--- src/sv/tdpt_pkg.sv ---
`timescale 1ns / 1ps
// ----------------------------------------------------------------------------
// tdpt_pkg: shared types and constants of the trial division prime test
// Value width, sequencer states and the divider status bundle.
// ----------------------------------------------------------------------------
package tdpt_pkg;

  localparam int unsigned VALUE_WIDTH = 32;
  localparam int unsigned CAND_WIDTH  = 32;
  localparam int unsigned CNT_WIDTH   = $clog2(VALUE_WIDTH);

  typedef logic [VALUE_WIDTH-1:0] value_t;
  typedef logic [CNT_WIDTH-1:0]   cnt_t;

  localparam value_t VAL_TWO       = value_t'(2);
  localparam value_t FIRST_DIVISOR = value_t'(3);
  localparam value_t DIVISOR_STEP  = value_t'(2);
  localparam cnt_t   LAST_STEP     = cnt_t'(VALUE_WIDTH - 1);

  typedef enum logic [1:0] {
    ST_IDLE,
    ST_LAUNCH,
    ST_DIV
  } tdpt_state_e;

  typedef struct packed {
    logic   done;
    value_t quot;
    value_t rem;
  } tdpt_div_res_t;

endpackage

--- src/sv/tdpt_divider.sv ---
`timescale 1ns / 1ps
// ----------------------------------------------------------------------------
// tdpt_divider: shared restoring divider
// One quotient bit per cycle; done pulses with quotient and remainder final.
// ----------------------------------------------------------------------------
module tdpt_divider (
  input  logic                  clk_i,
  input  logic                  rst_ni,
  input  logic                  start_i,
  input  tdpt_pkg::value_t      dividend_i,
  input  tdpt_pkg::value_t      divisor_i,
  output tdpt_pkg::tdpt_div_res_t res_o
);

  logic                             busy_q, busy_d;
  logic                             done_q, done_d;
  tdpt_pkg::cnt_t                   cnt_q, cnt_d;
  tdpt_pkg::value_t                 quo_q, quo_d;
  logic [tdpt_pkg::VALUE_WIDTH:0]   rem_q, rem_d;
  logic [tdpt_pkg::VALUE_WIDTH:0]   rem_sh;
  logic [tdpt_pkg::VALUE_WIDTH:0]   div_ext;

  always_comb begin
    rem_sh  = {rem_q[tdpt_pkg::VALUE_WIDTH-1:0], quo_q[tdpt_pkg::VALUE_WIDTH-1]};
    div_ext = {1'b0, divisor_i};
    busy_d  = busy_q;
    done_d  = 1'b0;
    cnt_d   = cnt_q;
    quo_d   = quo_q;
    rem_d   = rem_q;
    if (start_i) begin
      busy_d = 1'b1;
      cnt_d  = tdpt_pkg::LAST_STEP;
      quo_d  = dividend_i;
      rem_d  = '0;
    end else if (busy_q) begin
      if (rem_sh >= div_ext) begin
        rem_d = rem_sh - div_ext;
        quo_d = {quo_q[tdpt_pkg::VALUE_WIDTH-2:0], 1'b1};
      end else begin
        rem_d = rem_sh;
        quo_d = {quo_q[tdpt_pkg::VALUE_WIDTH-2:0], 1'b0};
      end
      cnt_d = cnt_q - tdpt_pkg::cnt_t'(1);
      if (cnt_q == '0) begin
        busy_d = 1'b0;
        done_d = 1'b1;
      end
    end
  end

  always_ff @(posedge clk_i or negedge rst_ni) begin
    if (!rst_ni) begin
      busy_q <= 1'b0;
      done_q <= 1'b0;
      cnt_q  <= '0;
    end else begin
      busy_q <= busy_d;
      done_q <= done_d;
      cnt_q  <= cnt_d;
    end
  end

  always_ff @(posedge clk_i) begin
    quo_q <= quo_d;
    rem_q <= rem_d;
  end

  assign res_o.done = done_q;
  assign res_o.quot = quo_q;
  assign res_o.rem  = rem_q[tdpt_pkg::VALUE_WIDTH-1:0];

endmodule

--- config.mk ---
export PLATFORM = sky130hd
export DESIGN_NAME = tdpt_divider
export DESIGN_NICKNAME = d
export VERILOG_FILES = /design/src/sv/tdpt_pkg.sv /design/src/sv/tdpt_divider.sv
export SDC_FILE = /design/constraint.sdc
export NUM_CORES = 1
export LEC_CHECK = 0
export BUFFER_PORTS_ARGS = -buffer_cell sky130_fd_sc_hd__buf_4
export CORE_MARGIN = 5
export CORE_UTILIZATION = 35
export DETAILED_ROUTE_END_ITERATION = 16
export PLACE_DENSITY = 0.69
export REMOVE_ABC_BUFFERS = 1
export SYNTH_ARGS = -nofsm -noshare
export SYNTH_HDL_FRONTEND = slang
export SYNTH_SLANG_ARGS = --single-unit
export TNS_END_PERCENT = 30
--- constraint.sdc ---
create_clock -name clk_i -period 6.9 [get_ports clk_i]
set_input_delay 2.07 -clock clk_i [delete_from_list [all_inputs] [get_ports clk_i]]
set_output_delay 2.07 -clock clk_i [all_outputs]
set_load 0.02 [all_outputs]
==> flow_metrics.env, run 1 <==
export IMPL_status="complete, no violations"
export IMPL_gr_total_overflow=0
export IMPL_ys_dominant_reg_cell="edfxtp_1"
export IMPL_rsz_0062_raised_after_global_routing="false"
export IMPL_maxClockFrequency_mhz=191
export IMPL_tightestPinTransition_ns=1.10
export IMPL_cts_buffers=9
export IMPL_cp_end_kind="register"
export IMPL_critPathSlowestCell="or2_1"
export IMPL_holdBufCountCts=0
export IMPL_synthesis_area_per_instance_um2=9.17
export IMPL_fill_cells=1391
export IMPL_cts_resized=0
export IMPL_routed_wl_met2_um=6940
export IMPL_critical_path_max_fanout=28
export IMPL_synth_ff_latch_count=71
export IMPL_area_growth_synth_to_final_pct=27.6
export IMPL_highest_signal_layer="met4"
export IMPL_path_cells="buf_4 -> inv_1 -> ha_1 -> a21o_1 -> a21o_1 -> a21oi_2 -> o211ai_1 -> or4b_4 -> nor3_4 -> or2_1 -> nor4b_1 -> or3_1"
export IMPL_total_power_mw=1.14
export IMPL_grt_pass1_wl_um=22400
export IMPL_mostFrequentLayoutCells="buf_4, nand2_1, inv_1, nor2_1, ha_1"
export IMPL_worst_ep_arrival_time_ns=5.45
export IMPL_route_met3_wl_um=629
export IMPL_die_area_um2=16900
export IMPL_remaining_drc_errors=0
export IMPL_ys_warn_count=0
export IMPL_drt_met1_wl_um=6200
export IMPL_number_of_antenna_violations_at_the_first_check_in_global_routing=0
export IMPL_cts_tree="yes"
export IMPL_synth_seq_area_share_pct=35.3
export IMPL_placeableCoreArea_um2=14000
export IMPL_worst_ep_required_time_ns=7.12
export IMPL_clkTransAtPathRegs_ns=0.06
export IMPL_clock_skew_final_ns=0.00477
export IMPL_muxShareOfSynthArea_pct=8.74
export IMPL_wl_per_cell_um=16.4
export IMPL_floorplan_die_width_um=130
export IMPL_synth_compound_area_share_pct=20.0
export IMPL_clock_tree_buffer_depth=2
export IMPL_path_buf_inv=2
export IMPL_numPortBuffers=131
export IMPL_drt_antenna_violating_nets=0
export IMPL_post_route_cells_drive_above_1_share_pct=29.1
export IMPL_grt_pass1_vias=4512
export IMPL_htreeDepth=3
export IMPL_grt_max_degree=76
export IMPL_floorplan_io_pins=132
export IMPL_ys_types=70
export IMPL_report_final_hold_viol_count=0
export IMPL_slew_viol_final=0
export IMPL_cap_violations=0
export IMPL_critPathMostFrequentCell="a21o_1"
export IMPL_pwr_density_cell_nw_per_um2=177
export IMPL_period_needed_ns=5.24
export IMPL_cts_setup_buffers=0
export IMPL_synth_simple_gate_area_share_pct=16.2
export IMPL_via_count=4503
export IMPL_insertion_delay_ns=0.34
export IMPL_postPlaceCellArea_um2=6110
export IMPL_post_route_util_pct=45.8
export IMPL_first_iter_violations=259
export IMPL_critPathMaxStageDelay_ns=0.89
export IMPL_gp_congestion=0.899
export IMPL_path_delay_family="simple AND/OR/NAND/NOR gates"
export IMPL_post_synth_xor_area_fraction_pct=4.53
export IMPL_critical_path_class="in2reg"
export IMPL_final_common_cell="buf_4"
export IMPL_startpoint_type="input port"
export IMPL_synth_edff_count=32
export IMPL_final_setup_tns_ns=0
export IMPL_critical_path_cell_count=12
export IMPL_row_count=43
export IMPL_finalCritPeriodShare_pct=75.9
export IMPL_slew_limit_headroom_pct=26.6
export IMPL_synthAdderAreaFrac_pct=8.86
export IMPL_global_route_usage_total_pct=16.3
export IMPL_report_final_setup_viol=0
export IMPL_number_of_cells_on_the_worst_hold_path=2
export IMPL_nets=770
export IMPL_antenna_cells=0
export IMPL_dp_hpwl_um=10600
export IMPL_count_of_clock_tree_sinks=71
export IMPL_synth_top_family_by_area="compound AO/OA/AOI/OAI gates"
export IMPL_vias_per_cell=5.28
export IMPL_syn_cell_area_um2=5030
export IMPL_synthCells=548
export IMPL_rr_worst_depth=10
export IMPL_maximum_vdd_ir_drop_v=0.000104
export IMPL_clock_root_buffer="clkbuf_16"
export IMPL_die_y_um=130
export IMPL_async_flop_share_pct=9.86
export IMPL_cellLeakagePower_nw=2.93
export IMPL_initial_utilization_pct=35.9
export IMPL_finish_instance_area_um2=6410
export IMPL_drtPass1Iterations=5
export IMPL_drt_wl_total_um=14000
export IMPL_holdCritPathClass="reg2reg"
==> power by group <==
| part | switching (mW) | total, mW | leakage [nW] | internal, mW |
|---|---|---|---|---|
| Combinational | 0.0952 | 0.187 | 2.11 | 0.0922 |
| Clock | 0.188 | 0.469 | 0.143 | 0.280 |
| Sequential | 0.0143 | 0.479 | 0.669 | 0.465 |
| Total | 0.298 | 1.14 | 2.93 | 0.838 |
==> worst min-delay path, delay by kind of cell, from the launching register on <==
| family | cells | cell delay, ns |
|---|---|---|
| flops | 1 | 0.33 |
| simple gates | 1 | 0.06 |
| compound gates | 1 | 0.07 |
==> cells in the mapped netlist, types with 9 or more instances <==
master    number  share of area (%)
nor2_1        46                3.4
a21oi_1       30                3.0
nand2_1       53                4.0
ha_1          34                8.5
nor3_1        13                1.3
o21ai_0       20                2.0
mux2_2        31                6.9
a21o_1        15                2.2
clkbuf_1      14                1.0
inv_1         46                3.4
xnor2_1       18                3.1
a311oi_1      12                2.1
edfxtp_1      32                 19
mux2i_1        9                1.8
nand3_1       10                1.0
dfxtp_1       32                 13
a211oi_1      13                1.9
==> worst paths after layout <==
check / from / end / slack, ns
worst min register to register: rem_q[27]$_SDFFE_PP0P_ / rem_q[28]$_SDFFE_PP0P_ / 0.51
min in group asynchronous: rst_ni / busy_q$_DFF_PN0_ / 1.54
worst min-delay path: rem_q[27]$_SDFFE_PP0P_ / rem_q[28]$_SDFFE_PP0P_ / 0.51
worst max-delay path: divisor_i[26] / rem_q[1]$_SDFFE_PP0P_ / 1.66
worst max register to register: rem_q[25]$_SDFFE_PP0P_ / rem_q[1]$_SDFFE_PP0P_ / 3.17
max in group asynchronous: rst_ni / busy_q$_DFF_PN0_ / 5.23
==> final cells by class <==
| cell class | count | area [um^2] | area share (%) |
|---|---|---|---|
| inverters | 46 | 173 | 2.69 |
| flip-flops and latches | 71 | 1780 | 27.7 |
| clock buffers | 9 | 225 | 3.51 |
| multi-input cells | 406 | 2930 | 45.7 |
| clock inverters | 7 | 72.6 | 1.13 |
| well taps | 180 | 225 | 3.51 |
| repair buffers | 134 | 1010 | 15.7 |
==> sequential cells by signal, indices dropped and copies added, names as in the netlist <==
signal / flops
quo_q: 32
rem_q: 32
cnt_q: 5
busy_q: 1
done_q: 1
==> logic make-up (layout without fill, tap and decap cells) <==
logic type / after synthesis / in the layout
AOI/OAI and AO/OA: 139 / 139
xor gates and xnor gates: 26 / 26
adders and majority gates: 35 / 35
buffers and inverters: 71 / 196
DFF: 71 / 71
muxes: 40 / 40
and+or+nand+nor: 166 / 166
==> through the flow <==
stage | setup WS (ns) | hold slack, ns | instances
final | 1.66 | 0.513 | 853
after global routing | 1.42 | 0.548 | 853
after CTS | 1.69 | 0.516 | 853
after detailed placement | 1.33 | 0.508 | 837
after global placement | 1.50 | 0.504 | 837
after floorplan | 1.99 | 0.485 | 523
==> layer usage <==
metal  vias up  global-route usage [%]
met2        82                    26.9
li1       2240                       -
met4         0                    4.83
met5         -                       0
met1      2164                    21.5
met3        17                    3.52
Note: power is estimated with default switching activity, not from simulation.
==> run 2: changes to the inputs <==
PLACE_DENSITY = 0.71   (was 0.69)
clock period = 4.6 ns   (was 6.9 ns; I/O delays follow)
==> run 2 against run 1 <==
  * Highest routed layer unchanged
  * Critical path type unchanged
  * Die area unchanged
  * Sequential power up 49%
  * Via count decreased by 0.64%
  * Power up 55%
  * Global-route usage shrank 0.31 points
==> flow_metrics.env, run 2 (synthesized netlist as in run 1, its figures left out) <==
export IMPL_cts_buffers=9
export IMPL_first_iter_violations=295
export IMPL_numPortBuffers=131
export IMPL_critical_path_max_fanout=11
export IMPL_cp_end_kind="register"
export IMPL_floorplan_io_pins=132
export IMPL_final_setup_tns_ns=0
export IMPL_tightestPinTransition_ns=0.748
export IMPL_cellInternalPower_mw=1.31
export IMPL_holdCritPathClass="reg2reg"
export IMPL_cts_resized=0
export IMPL_rsz_0062_raised_after_global_routing="false"
export IMPL_seq_power_share_pct=40.7
export IMPL_cap_violations=0
export IMPL_fill_cells=1361
export IMPL_nets=778
export IMPL_slew_viol_final=0
export IMPL_gp_congestion=0.856
export IMPL_clock_tree_buffer_depth=2
export IMPL_dpl_worst_slack_ns=0.345
export IMPL_drtPass1Iterations=5
export IMPL_maxClockFrequency_mhz=256
export IMPL_cts_tree="yes"
export IMPL_count_of_clock_tree_sinks=71
export IMPL_die_area_um2=16900
export IMPL_row_count=43
export IMPL_htreeDepth=3
export IMPL_via_count=4474
export IMPL_grt_max_degree=52
export IMPL_report_final_hold_viol_count=0
export IMPL_switching_power_uw=448
export IMPL_pwr_density_cell_nw_per_um2=271
export IMPL_die_y_um=130
export IMPL_vias_per_cell=5.20
export IMPL_drt_antenna_violating_nets=0
export IMPL_initial_utilization_pct=35.9
export IMPL_share_clk_of_total_power_pct=43.2
export IMPL_post_route_cells_drive_above_1_share_pct=29.8
export IMPL_gr_total_overflow=0
export IMPL_switching_share_pct=25.5
export IMPL_clock_root_buffer="clkbuf_16"
export IMPL_critPathSlowestCell="or4b_4"
export IMPL_path_cells="buf_4 -> inv_1 -> ha_1 -> a21o_1 -> a21o_1 -> a21oi_2 -> o211ai_1 -> or4b_4 -> nor3_4 -> or2_1 -> buf_4 -> a21oi_1 -> a211oi_1"
export IMPL_worst_ep_arrival_time_ns=4.16
export IMPL_floorplan_die_width_um=130
export IMPL_global_route_usage_total_pct=16.0
export IMPL_biggestRegsByFlops="quo_q: 32 flops, rem_q: 32 flops, cnt_q: 5 flops"
export IMPL_report_final_setup_viol=0
export IMPL_dp_hpwl_um=10400
export IMPL_drt_wl_total_um=13700
export IMPL_cellLeakagePower_nw=2.97
export IMPL_grt_pass1_wl_um=21500
export IMPL_clkTransAtPathRegs_ns=0.06
export IMPL_antenna_cells=0
export IMPL_comb_power_share_pct=16.1
export IMPL_critPathMaxStageDelay_ns=0.54
export IMPL_wl_per_cell_um=15.9
export IMPL_post_route_setup_slack_ns=0.693
export IMPL_final_common_cell="buf_4"
export IMPL_worst_ep_required_time_ns=4.85
export IMPL_critical_path_class="in2reg"
export IMPL_multiInputGateArea_um2=2930
export IMPL_grt_pass1_vias=4200
export IMPL_placeableCoreArea_um2=14000
export IMPL_status="complete, no violations"
export IMPL_area_taken_by_flip_flops_and_latches_um2=1780
export IMPL_mostFrequentLayoutCells="buf_4, nand2_1, inv_1, nor2_1, ha_1"
export IMPL_remaining_drc_errors=0
export IMPL_maximum_vdd_ir_drop_v=0.000163
export IMPL_insertion_delay_ns=0.35
export IMPL_clock_skew_final_ns=0.00788
export IMPL_slew_limit_headroom_pct=50.1
export IMPL_number_of_antenna_violations_at_the_first_check_in_global_routing=0
export IMPL_area_growth_synth_to_final_pct=29.1
export IMPL_holdBufCountCts=0
export IMPL_cts_setup_buffers=0
export IMPL_period_needed_ns=3.91
export IMPL_startpoint_type="input port"
export IMPL_finalCritPeriodShare_pct=84.9
## run 2: cell types whose count changed in the layout (fill, tap and decap cells not counted)
cell / delta
buf_4: +8
inv_6: -1
clkbuf_1: +1
bufinv_16: +1
clkinv_4: -1
## run 2: layout make-up
cell class,count,share of cell area (%)
Timing Repair Buffer,142,16.4
Multi-Input combinational cell,406,45.2
Sequential cell,71,27.4
Tap cell,180,3.47
Clock inverter,6,1.31
Clock buffer,10,3.53
Inverter,46,2.66
## run 2: power by group through the flow
stage	Sequential [mW]	Combinational [mW]	Clock (mW)
after CTS	0.717	0.284	0.771
final	0.716	0.283	0.760
after global routing	0.721	0.307	0.799
after detailed placement	0.730	0.282	0
after global placement	0.729	0.280	0
after floorplan	0.766	0.113	0
## run 2: per-layer routing
layer  share of wire, %  global-route usage, %  routed length (um)  vias up
met5                  0                      0                   0        -
met4                1.5                   3.97                 202        0
met3                5.1                   3.97                 693       13
met2                 48                   25.8                6570      106
met1                 46                   21.6                6250     2099
li1                   -                      -                   -     2256
## run 2: worst paths after layout
check,depth (start not counted),endpoint,slack [ns],start
setup / recovery,13,rem_q[20]$_SDFFE_PP0P_,0.69,divisor_i[26]
hold / removal,2,rem_q[27]$_SDFFE_PP0P_,0.51,rem_q[26]$_SDFFE_PP0P_
min in group asynchronous,1,busy_q$_DFF_PN0_,0.84,rst_ni
setup reg to reg,12,rem_q[18]$_SDFFE_PP0P_,1.44,quo_q[31]$_DFFE_PP_
max in group asynchronous,1,busy_q$_DFF_PN0_,3.63,rst_ni
hold reg to reg,2,rem_q[27]$_SDFFE_PP0P_,0.51,rem_q[26]$_SDFFE_PP0P_
## run 2: worst max-delay path, delay by kind of cell
kind	cells	cell delay (ns)
AND/OR/NAND/NOR	3	1.01
buffers and inverters	3	0.38
adder cells (fa/ha/maj)	1	0.37
AO/OA/AOI/OAI	6	1.01
## run 2: per-stage QoR
stage | util (%) | total power, mW | cells | cell area [um^2] | hold WS, ns
finish | 46.4 | 1.76 | 861 | 6490 | 0.515
detailed placement | 44.1 | 1.01 | 845 | 6170 | 0.509
global placement | 44.1 | 1.01 | 845 | 6170 | 0.505
global route | 46.4 | 1.83 | 861 | 6490 | 0.548
floorplan | - | 0.879 | 523 | 4880 | 0.485
CTS | 46.4 | 1.77 | 861 | 6490 | 0.518
